===== src/sv/gpool_pkg.sv =====
`timescale 1ns / 1ps

package gpool_pkg;

    // Default sizing of the slot table.
    localparam int SLOTS_DEF    = 256;
    localparam int GEN_BITS_DEF = 32;

    // Command codes carried on the input tuser.
    typedef enum logic [1:0] {
        CMD_ADD    = 2'd0,
        CMD_GET    = 2'd1,
        CMD_REMOVE = 2'd2
    } gpool_cmd_t;

    // One result word as it leaves the execute stage.
    typedef struct packed {
        logic        ok;
        logic [7:0]  slot_index;
        logic [31:0] slot_generation;
        logic [7:0]  live_count;
    } gpool_result_t;

endpackage


===== src/sv/gpool_exec.sv =====
`timescale 1ns / 1ps

module gpool_exec
    import gpool_pkg::*;
#(
    parameter int SLOTS    = SLOTS_DEF,
    parameter int GEN_BITS = GEN_BITS_DEF,
    localparam int IDX_W   = $clog2(SLOTS)
)
(
    input  logic                clk,
    input  logic                rst_n,
    input  logic                fire,
    input  gpool_cmd_t          cmd,
    input  logic [7:0]          handle_index,
    input  logic [31:0]         handle_generation,
    input  logic [GEN_BITS-1:0] gen_rd,
    input  logic [IDX_W-1:0]    link_rd,
    output logic [IDX_W-1:0]    free_head,
    output logic                gen_we,
    output logic                link_we,
    output logic [IDX_W-1:0]    wr_addr,
    output logic [GEN_BITS-1:0] gen_wd,
    output logic [IDX_W-1:0]    link_wd,
    output gpool_result_t       result
);

    localparam int HW_W  = $clog2(SLOTS + 1);
    localparam int CW    = (HW_W > 9) ? HW_W : 9;
    localparam int CMP_W = (GEN_BITS > 32) ? GEN_BITS : 32;
    localparam logic [GEN_BITS-1:0] SLOT_FREE_FLAG = {1'b1, {(GEN_BITS-1){1'b0}}};

    logic [IDX_W-1:0] free_head_reg, free_head_next;
    logic [HW_W-1:0]  high_water_reg, high_water_next;
    logic [7:0]       count_reg, count_next;

    logic [CW-1:0]       idx_c;
    logic [IDX_W-1:0]    idx_addr;
    logic                in_range;
    logic [CMP_W-1:0]    gen_rd_ext;
    logic [CMP_W-1:0]    hgen_ext;
    logic [IDX_W-1:0]    slot;
    logic [CW-1:0]       slot_c;
    logic [GEN_BITS-1:0] gen_out;
    logic [CMP_W-1:0]    gen_out_ext;
    logic                ok;
    logic                gen_wr;
    logic                link_wr;

    // Range check of the handle index against zero, the high-water mark and SLOTS.
    assign idx_c      = CW'(handle_index);
    assign idx_addr   = IDX_W'(idx_c);
    assign in_range   = (idx_c != '0) && (idx_c < CW'(high_water_reg))
                        && (idx_c < CW'(SLOTS));
    assign gen_rd_ext = CMP_W'(gen_rd);
    assign hgen_ext   = CMP_W'(handle_generation);

    // Read-modify-write of the slot fetched when the command was accepted.
    always_comb
    begin
        free_head_next  = free_head_reg;
        high_water_next = high_water_reg;
        count_next      = count_reg;
        gen_wr          = 1'b0;
        link_wr         = 1'b0;
        wr_addr         = idx_addr;
        gen_wd          = gen_rd;
        link_wd         = free_head_reg;
        slot            = idx_addr;
        gen_out         = gen_rd;
        ok              = 1'b0;
        case (cmd)
            CMD_ADD:
            begin
                if (free_head_reg != '0)
                begin
                    slot           = free_head_reg;
                    free_head_next = link_rd;
                    gen_wd         = gen_rd & ~SLOT_FREE_FLAG;
                    gen_wr         = 1'b1;
                    ok             = 1'b1;
                end
                else if (high_water_reg < HW_W'(SLOTS))
                begin
                    slot            = IDX_W'(high_water_reg);
                    high_water_next = high_water_reg + HW_W'(1);
                    gen_wd          = '0;
                    gen_wr          = 1'b1;
                    ok              = 1'b1;
                end
                wr_addr = slot;
                gen_out = gen_wd;
                if (ok && (count_reg != 8'hFF))
                begin
                    count_next = count_reg + 8'd1;
                end
            end
            CMD_GET:
            begin
                ok = in_range && (gen_rd_ext == hgen_ext);
            end
            CMD_REMOVE:
            begin
                if (in_range)
                begin
                    gen_wd         = (gen_rd + GEN_BITS'(1)) | SLOT_FREE_FLAG;
                    gen_wr         = 1'b1;
                    link_wr        = 1'b1;
                    free_head_next = idx_addr;
                    gen_out        = gen_wd;
                    ok             = 1'b1;
                    if (count_reg != 8'd0)
                    begin
                        count_next = count_reg - 8'd1;
                    end
                end
            end
            default:
            begin
                ok = 1'b0;
            end
        endcase
    end

    // Result word; failures report zero index and generation.
    assign slot_c      = CW'(slot);
    assign gen_out_ext = CMP_W'(gen_out);

    always_comb
    begin
        result.ok              = ok;
        result.slot_index      = ok ? slot_c[7:0] : 8'd0;
        result.slot_generation = ok ? gen_out_ext[31:0] : 32'd0;
        result.live_count      = count_next;
    end

    assign gen_we    = fire && gen_wr;
    assign link_we   = fire && link_wr;
    assign free_head = free_head_reg;

    // Pool bookkeeping registers.
    always_ff @(posedge clk or negedge rst_n)
    begin
        if (!rst_n)
        begin
            free_head_reg  <= '0;
            high_water_reg <= HW_W'(1);
            count_reg      <= 8'd0;
        end
        else if (fire)
        begin
            free_head_reg  <= free_head_next;
            high_water_reg <= high_water_next;
            count_reg      <= count_next;
        end
    end

endmodule


===== config.mk =====
export PLATFORM = sky130hd
export DESIGN_NAME = gpool_exec
export DESIGN_NICKNAME = d
export VERILOG_FILES = /design/src/sv/gpool_pkg.sv /design/src/sv/gpool_exec.sv
export SDC_FILE = /design/constraint.sdc
export NUM_CORES = 1
export LEC_CHECK = 0
export ABC_AREA = 0
export BUFFER_PORTS_ARGS = -buffer_cell sky130_fd_sc_hd__buf_2
export CAP_MARGIN = 25
export CORE_MARGIN = 5
export CORE_UTILIZATION = 44
export CTS_BUF_LIST = sky130_fd_sc_hd__clkbuf_4
export CTS_CLUSTER_DIAMETER = 150
export DETAILED_ROUTE_END_ITERATION = 16
export PLACE_DENSITY = 0.8
export SETUP_SLACK_MARGIN = 0.3
export SYNTH_ARGS = -nofsm -noshare
export SYNTH_HDL_FRONTEND = slang
export SYNTH_SLANG_ARGS = --single-unit

===== constraint.sdc =====
create_clock -name clk -period 2.27 [get_ports clk]
set_input_delay 0 -clock clk [delete_from_list [all_inputs] [get_ports clk]]
set_output_delay 0 -clock clk [all_outputs]
set_load 0.05 [all_outputs]

==> results.yml, run 1 <==
yosys:
  synth_ff_type: "dfrtp_1"
  syn_area_um2: 3900
  seq_area_frac_synth_pct: 16.1
  syn_inst: 570
  synthDistinctLibCells: 63
  yosysWarnings: 0
  async_flop_share_pct: 100
  synth_seq_cells: 25
  avgSynthCellArea_um2: 6.84
  synth_edf_count: 0
  synth_fp_nets: 667
clock_network:
  cts_hold_buf: 17
  post-cts-setup-buffer-count: 35
  cts_buffer_depth: 2
  numCtsBuffers: 3
  cts_max_level: 1
  cts_resized: 338
  cts_root_buf: "clkbuf_4"
  cts_sinks: 25
run_status:
  firstError: "[ERROR DPL-0033] detailed placement checks failed during check placement."
  stop_stage: "4_1_cts"
  status: "stopped before the end"
placed_design:
  pre_cts_slack_ns: -0.173
  io_buffers: 191
  dp.final_hpwl_mm: 14.8
  gp_congestion: 0.945
die:
  start_util_pct: 44.9
  fp.dieW_um: 104
  row_count: 34
  die_y_um: 104
  ioPinCount: 192
cells by family after synthesis:
logic type | share of synthesized area [%]
compound gates | 24.9
xor+xnor | 9.44
fa+ha+maj | 3.85
buf+inv | 7.67
flops | 16.1
mux | 0.257
simple gates | 37.8
cells in the mapped netlist (18+ instances only):
master,count,share of area (%)
xor2_1,33,7.4
nor3_1,20,2.6
a31oi_1,28,4.5
nand4_1,20,3.2
clkbuf_1,24,2.3
a21oi_1,35,4.5
nand2_1,71,6.8
inv_1,18,1.7
nand3_1,37,4.7
o21ai_0,37,4.7
dfrtp_1,24,15
nor2b_1,20,3.2
nor2_1,39,3.8
per-stage QoR:
stage	std cells	area [µm²]
after floorplan	570	5220
after global placement	911	6700
after detailed placement	911	6700
==> inputs of run 2 (changes only) <==
--- a/config.mk
+++ b/config.mk
@@ -9,12 +9,9 @@
 export BUFFER_PORTS_ARGS = -buffer_cell sky130_fd_sc_hd__buf_2
 export CAP_MARGIN = 25
 export CORE_MARGIN = 5
-export CORE_UTILIZATION = 44
-export CTS_BUF_LIST = sky130_fd_sc_hd__clkbuf_4
-export CTS_CLUSTER_DIAMETER = 150
+export CORE_UTILIZATION = 32
 export DETAILED_ROUTE_END_ITERATION = 16
-export PLACE_DENSITY = 0.8
-export SETUP_SLACK_MARGIN = 0.3
+export PLACE_DENSITY_LB_ADDON = 0.15
 export SYNTH_ARGS = -nofsm -noshare
 export SYNTH_HDL_FRONTEND = slang
 export SYNTH_SLANG_ARGS = --single-unit
==> constraint.sdc (replaced) <==
create_clock -name clk -period 3 [get_ports clk]
set_input_delay 0 -clock clk [delete_from_list [all_inputs] [get_ports clk]]
set_output_delay 0 -clock clk [all_outputs]
set_load 0.05 [all_outputs]
==> results.yml, run 2 <==
run_status:
  status: "finished with violations"
  violations: "negative hold slack"
clock_network:
  cts_buffer_depth: 2
  numCtsBuffers: 3
  cts_tree: "built"
  cts_sinks: 25
  cts_max_level: 1
  cts_root_buf: "clkbuf_16"
  clk_pin_slew_ns: 0.07
  clock_latency_ns: 0.26
setup_path:
  cp-startpoint: "high_water_reg[4]$_DFFE_PN0P_"
  cp.required_ns: 3.00
  arrival_ns: 2.88
  reg2reg_slack_ns: 0.65
  critical_path_class: "reg -> out"
  rr_startpoint: "free_head[5]$_DFFE_PN0P_"
  r2r_end: "high_water_reg[6]$_DFFE_PN0P_"
  crit_fanout: 14
  r2r_cells: 6
  critical_path.endpoint: "result[33]"
  start_kind: "register"
  end_kind: "output port"
yosys:
  synth_ff_type: "dfrtp_1"
  ys_top_cells_by_count: "nand2_1, nor2_1, nand3_1, o21ai_0, a21oi_1"
  synth_fp_nets: 667
  synth_seq_cells: 25
  synthTopCellsByArea: "dfrtp_1, xor2_1, nand2_1"
  synth_area_leader_cell: "dfrtp_1"
  synth_top_cell_area_share_pct: 15.4
  synth_edf_count: 0
  yosysWarnings: 0
  seq_area_frac_synth_pct: 16.1
  yosysMostFrequentCell: "nand2_1"
  avgSynthCellArea_um2: 6.84
  syn_area_um2: 3900
  syn_inst: 570
  async_flop_share_pct: 100
  synthDistinctLibCells: 63
final_layout:
  synthToLayoutAreaGrowth_pct: 36.5
  fin_area_um2: 5320
  final_common_cell: "buf_2"
  mostFrequentLayoutCells: "buf_2, nand2_1, nor2_1, nand3_1, a21oi_1"
  fin_nets: 851
  drive_gt1_share_pct: 36.4
  largest_reg_flops: 9
  diodes: 0
power:
  powerDensity_nw_per_um2: 433
  ir_drop_mv: 0.284
  fin_total_pwr_mw: 2.30
  p_leak_nw: 2.50
sta:
  finalSetupViolCount: 0
  finalWorstSetupSlack_ns: 0.124
  whs_ns: -0.000969
  maxSlewHeadroom_pct: 44.2
  fin_skew_ns: 0.00350
  hold_viol: 1
  worst_pin_slew_ns: 0.836
  min_period_ns: 2.88
  drv_slew: 0
  fmax_mhz: 348
  fin_crit_sh_pct: 95.9
die:
  core_um2: 12000
  fp.dieW_um: 120
  row_count: 40
  start_util_pct: 32.6
  ioPinCount: 192
  dieArea_um2: 14500
  die_y_um: 120
route:
  ant_nets: 0
  route.detailed.drc: 0
  first_pass_iters: 5
  vias: 5214
  drt_iter0_drc: 468
  viasPerCell: 5.79
  detail_route.wl_per_cell_um: 19.3
  wirelength_mm: 17.4
grt:
  grt_usage_pct: 22.6
  grt_first_pass_wirelength_mm: 26.7
  overflow: 0
  grt_max_degree: 34
  antenna_found_initial: 0
  grt_pass1_vias: 5123
hold_path:
  hp-class: "in -> reg"
placed_design:
  pre_cts_slack_ns: 0.231
  gp_congestion: 0.915
  io_buffers: 191
  place_area_um2: 5090
  dp.final_hpwl_mm: 13.7
run:
  cap_violations: 0
[run 2: logic make-up after synthesis]
group                    Yosys count  synth area share [%]
flip-flops                        25                  16.1
AND/OR/NAND/NOR                  278                  37.8
multiplexers                       1                 0.257
AO/OA/AOI/OAI                    151                  24.9
adder cells (fa/ha/maj)           12                  3.85
buffers and inverters             61                  7.67
XOR/XNOR                          42                  9.44
[run 2: how the worst min path moves through the flow]
| stage | start | endpoint | slack (ns) | depth (start not counted) |
|---|---|---|---|---|
| after floorplan | rst_n | count_reg[0]$_DFFE_PN0P_ | -0.30 | 0 |
| after global placement | rst_n | count_reg[2]$_DFFE_PN0P_ | 0.05 | 1 |
| after detailed placement | rst_n | count_reg[2]$_DFFE_PN0P_ | 0.05 | 1 |
| after CTS | link_rd[3] | free_head[3]$_DFFE_PN0P_ | 0.002 | 3 |
| after global routing | link_rd[5] | free_head[5]$_DFFE_PN0P_ | 0.0002 | 3 |
| final | link_rd[6] | free_head[6]$_DFFE_PN0P_ | -0.001 | 3 |
[run 2: layout make-up]
type                       count  area, µm²
clock buffer                   3       75.1
multi-input combinational    485       3130
timing repair buffer         221       1220
sequential                    25        628
clock inverter                 1       7.51
inverter                      18       67.6
fill                        1261       6640
tap                          147        184
[run 2: routing by layer]
layer  up-vias  wire length, µm  global-route usage, %
li1       2476                -                      -
met1      2453             7130                   28.4
met2       248             8520                   39.5
met3        37             1260                   3.70
met4         0              497                   7.01
met5         -                0                      0
[run 2: repair_timing]
action | 4_1_cts | 5_1_grt
gates cloned | 0 | 1
hold endpoints to repair | 26 | 0
pin swaps | 1 | 3
hold buffers | 3 | 0
gates resized for setup | 5 | 12
endpoints found under the setup margin | 11 | 44
setup buffers | 0 | 7
[run 2: report_power, final]
| group | internal (mW) | total, mW | switching, mW |
|---|---|---|---|
| registers | 0.391 | 0.503 | 0.112 |
| clock network | 0.181 | 0.315 | 0.134 |
| logic | 0.413 | 1.49 | 1.07 |
| total | 0.985 | 2.30 | 1.32 |
[run 2: worst max-delay path: stages (launching register included)]
cell	delay [ns]
dfrtp_1	0.39
inv_1	0.09
ha_1	0.32
a21oi_1	0.16
o21a_1	0.21
o2111ai_4	0.22
buf_6	0.23
or4_1	0.52
a31oi_1	0.17
buf_2	0.29
[run 2: per-stage QoR]
| step | cells | setup TNS, ns | utilization, % |
|---|---|---|---|
| 2_1_floorplan | 570 | -0.304 | - |
| 3_3_place_gp | 885 | 0 | 42.5 |
| 3_5_place_dp | 885 | 0 | 42.5 |
| 4_1_cts | 892 | 0 | 43.6 |
| 5_1_grt | 900 | -0.00357 | 44.5 |
| 6_report | 900 | 0 | 44.5 |
Power figures use the tool's default switching activity.
==> inputs of run 3 (changes only) <==
--- a/config.mk
+++ b/config.mk
@@ -11,7 +11,9 @@
 export CORE_MARGIN = 5
 export CORE_UTILIZATION = 32
 export DETAILED_ROUTE_END_ITERATION = 16
+export HOLD_SLACK_MARGIN = 0.02
 export PLACE_DENSITY_LB_ADDON = 0.15
 export SYNTH_ARGS = -nofsm -noshare
 export SYNTH_HDL_FRONTEND = slang
 export SYNTH_SLANG_ARGS = --single-unit
+export TNS_END_PERCENT = 100
==> results.yml, run 3 (synthesis gave the netlist of run 2 again) <==
final_layout:
  drive_gt1_share_pct: 36.1
  fillerInstances: 1258
  largest_reg_flops: 9
  stdcell_count: 906
  diodes: 0
  synthToLayoutAreaGrowth_pct: 38.0
  mostFrequentLayoutCells: "buf_2, nand2_1, nor2_1, nand3_1, a21oi_1"
  fin_area_um2: 5380
  fin_nets: 857
  final_common_cell: "buf_2"
route:
  first_pass_iters: 5
  vias: 5196
  wirelength_mm: 17.5
  route.detailed.drc: 0
  viasPerCell: 5.74
  ant_nets: 0
  detail_route.wl_per_cell_um: 19.3
  drt_iter0_drc: 452
sta:
  maxSlewHeadroom_pct: 44.0
  hold_viol: 0
  worst_pin_slew_ns: 0.839
  tns_ns: 0
  fin_skew_ns: 0.00423
  fin_crit_sh_pct: 95.5
  finalWorstSetupSlack_ns: 0.134
  drv_slew: 0
  fmax_mhz: 349
  min_period_ns: 2.87
  whs_ns: 0.0421
  finalSetupViolCount: 0
placed_design:
  io_buffers: 191
  place_area_um2: 5090
  dp.final_hpwl_mm: 13.7
  place_inst: 885
  gp_congestion: 0.915
  pre_cts_slack_ns: 0.231
grt:
  grt_usage_pct: 22.7
  grt_first_pass_wirelength_mm: 26.9
  grt_max_degree: 34
  grt_pass1_vias: 5155
  antenna_found_initial: 0
  overflow: 0
run:
  cap_violations: 0
clock_network:
  cts_root_buf: "clkbuf_16"
  numCtsBuffers: 3
  cts_max_level: 1
  cts_tree: "built"
  cts_sinks: 25
  clk_pin_slew_ns: 0.07
  cts_buffer_depth: 2
  clock_latency_ns: 0.26
die:
  row_count: 40
  start_util_pct: 32.6
  ioPinCount: 192
  die_y_um: 120
  core_um2: 12000
  dieArea_um2: 14500
  fp.dieW_um: 120
setup_path:
  crit_fanout: 14
  arrival_ns: 2.87
  critical_path_class: "reg -> out"
  start_kind: "register"
  cp.required_ns: 3.00
  end_kind: "output port"
power:
  ir_drop_mv: 0.284
  powerDensity_nw_per_um2: 430
  p_leak_nw: 2.53
run_status:
  status: "complete, no violations"
hold_path:
  hp-class: "in -> reg"
## run 3: final cells by class
type	count	area, µm²	share of cell area [%]
clock buffer	3	75.1	1.40
clock inverter	1	7.51	0.140
inverter	18	67.6	1.26
multi-input combinational	485	3130	58.3
sequential	25	628	11.7
tap	147	184	3.42
timing repair buffer	227	1280	23.9
## run 3: stage by stage
stage | utilization, % | power (mW)
after floorplan | - | 1.54
after detailed placement | 42.5 | 1.96
after global routing | 45.0 | 2.44
after global placement | 42.5 | 1.95
after CTS | 44.1 | 2.29
final | 45.0 | 2.31
## run 3: report_power, final
part | total, mW | internal (mW) | switching [mW] | leakage [nW]
combinational | 1.49 | 0.418 | 1.07 | 2.22
sequential | 0.504 | 0.391 | 0.113 | 0.269
clock | 0.315 | 0.181 | 0.134 | 0.0371
## run 3: what timing repair did
action	CTS	global route
hold buffers	9	0
pin swaps	1	3
gates cloned	0	1
setup buffers	0	7
resized for setup	5	12
hold endpoints to repair	32	0
endpoints found under the setup margin	11	44
## run 3: worst max-delay path: stages (launching register included)
cell and delay (ns):
dfrtp_1 0.39, inv_1 0.09, ha_1 0.32, a21oi_1 0.16, o21a_1 0.21, o2111ai_4 0.22
buf_6 0.22, or4_1 0.52, a31oi_1 0.17, buf_2 0.29
## run 3: final timing paths
kind,slack [ns],cells past startpoint,start,end
hold / removal,0.04,3,handle_index[5],free_head[5]$_DFFE_PN0P_
setup / recovery,0.13,9,high_water_reg[4]$_DFFE_PN0P_,result[33]
min in group asynchronous,0.28,2,rst_n,count_reg[2]$_DFFE_PN0P_
hold reg to reg,0.51,1,high_water_reg[6]$_DFFE_PN0P_,high_water_reg[6]$_DFFE_PN0P_
max in group asynchronous,2.28,2,rst_n,high_water_reg[6]$_DFFE_PN0P_
setup reg to reg,0.65,6,free_head[4]$_DFFE_PN0P_,high_water_reg[6]$_DFFE_PN0P_
## run 3: per-layer routing
layer | vias up | track usage, % | wire [µm]
met5 | - | 0 | 0
met4 | 0 | 7.29 | 527
met3 | 36 | 3.70 | 1320
met2 | 254 | 39.6 | 8540
met1 | 2417 | 28.5 | 7080
li1 | 2489 | - | -
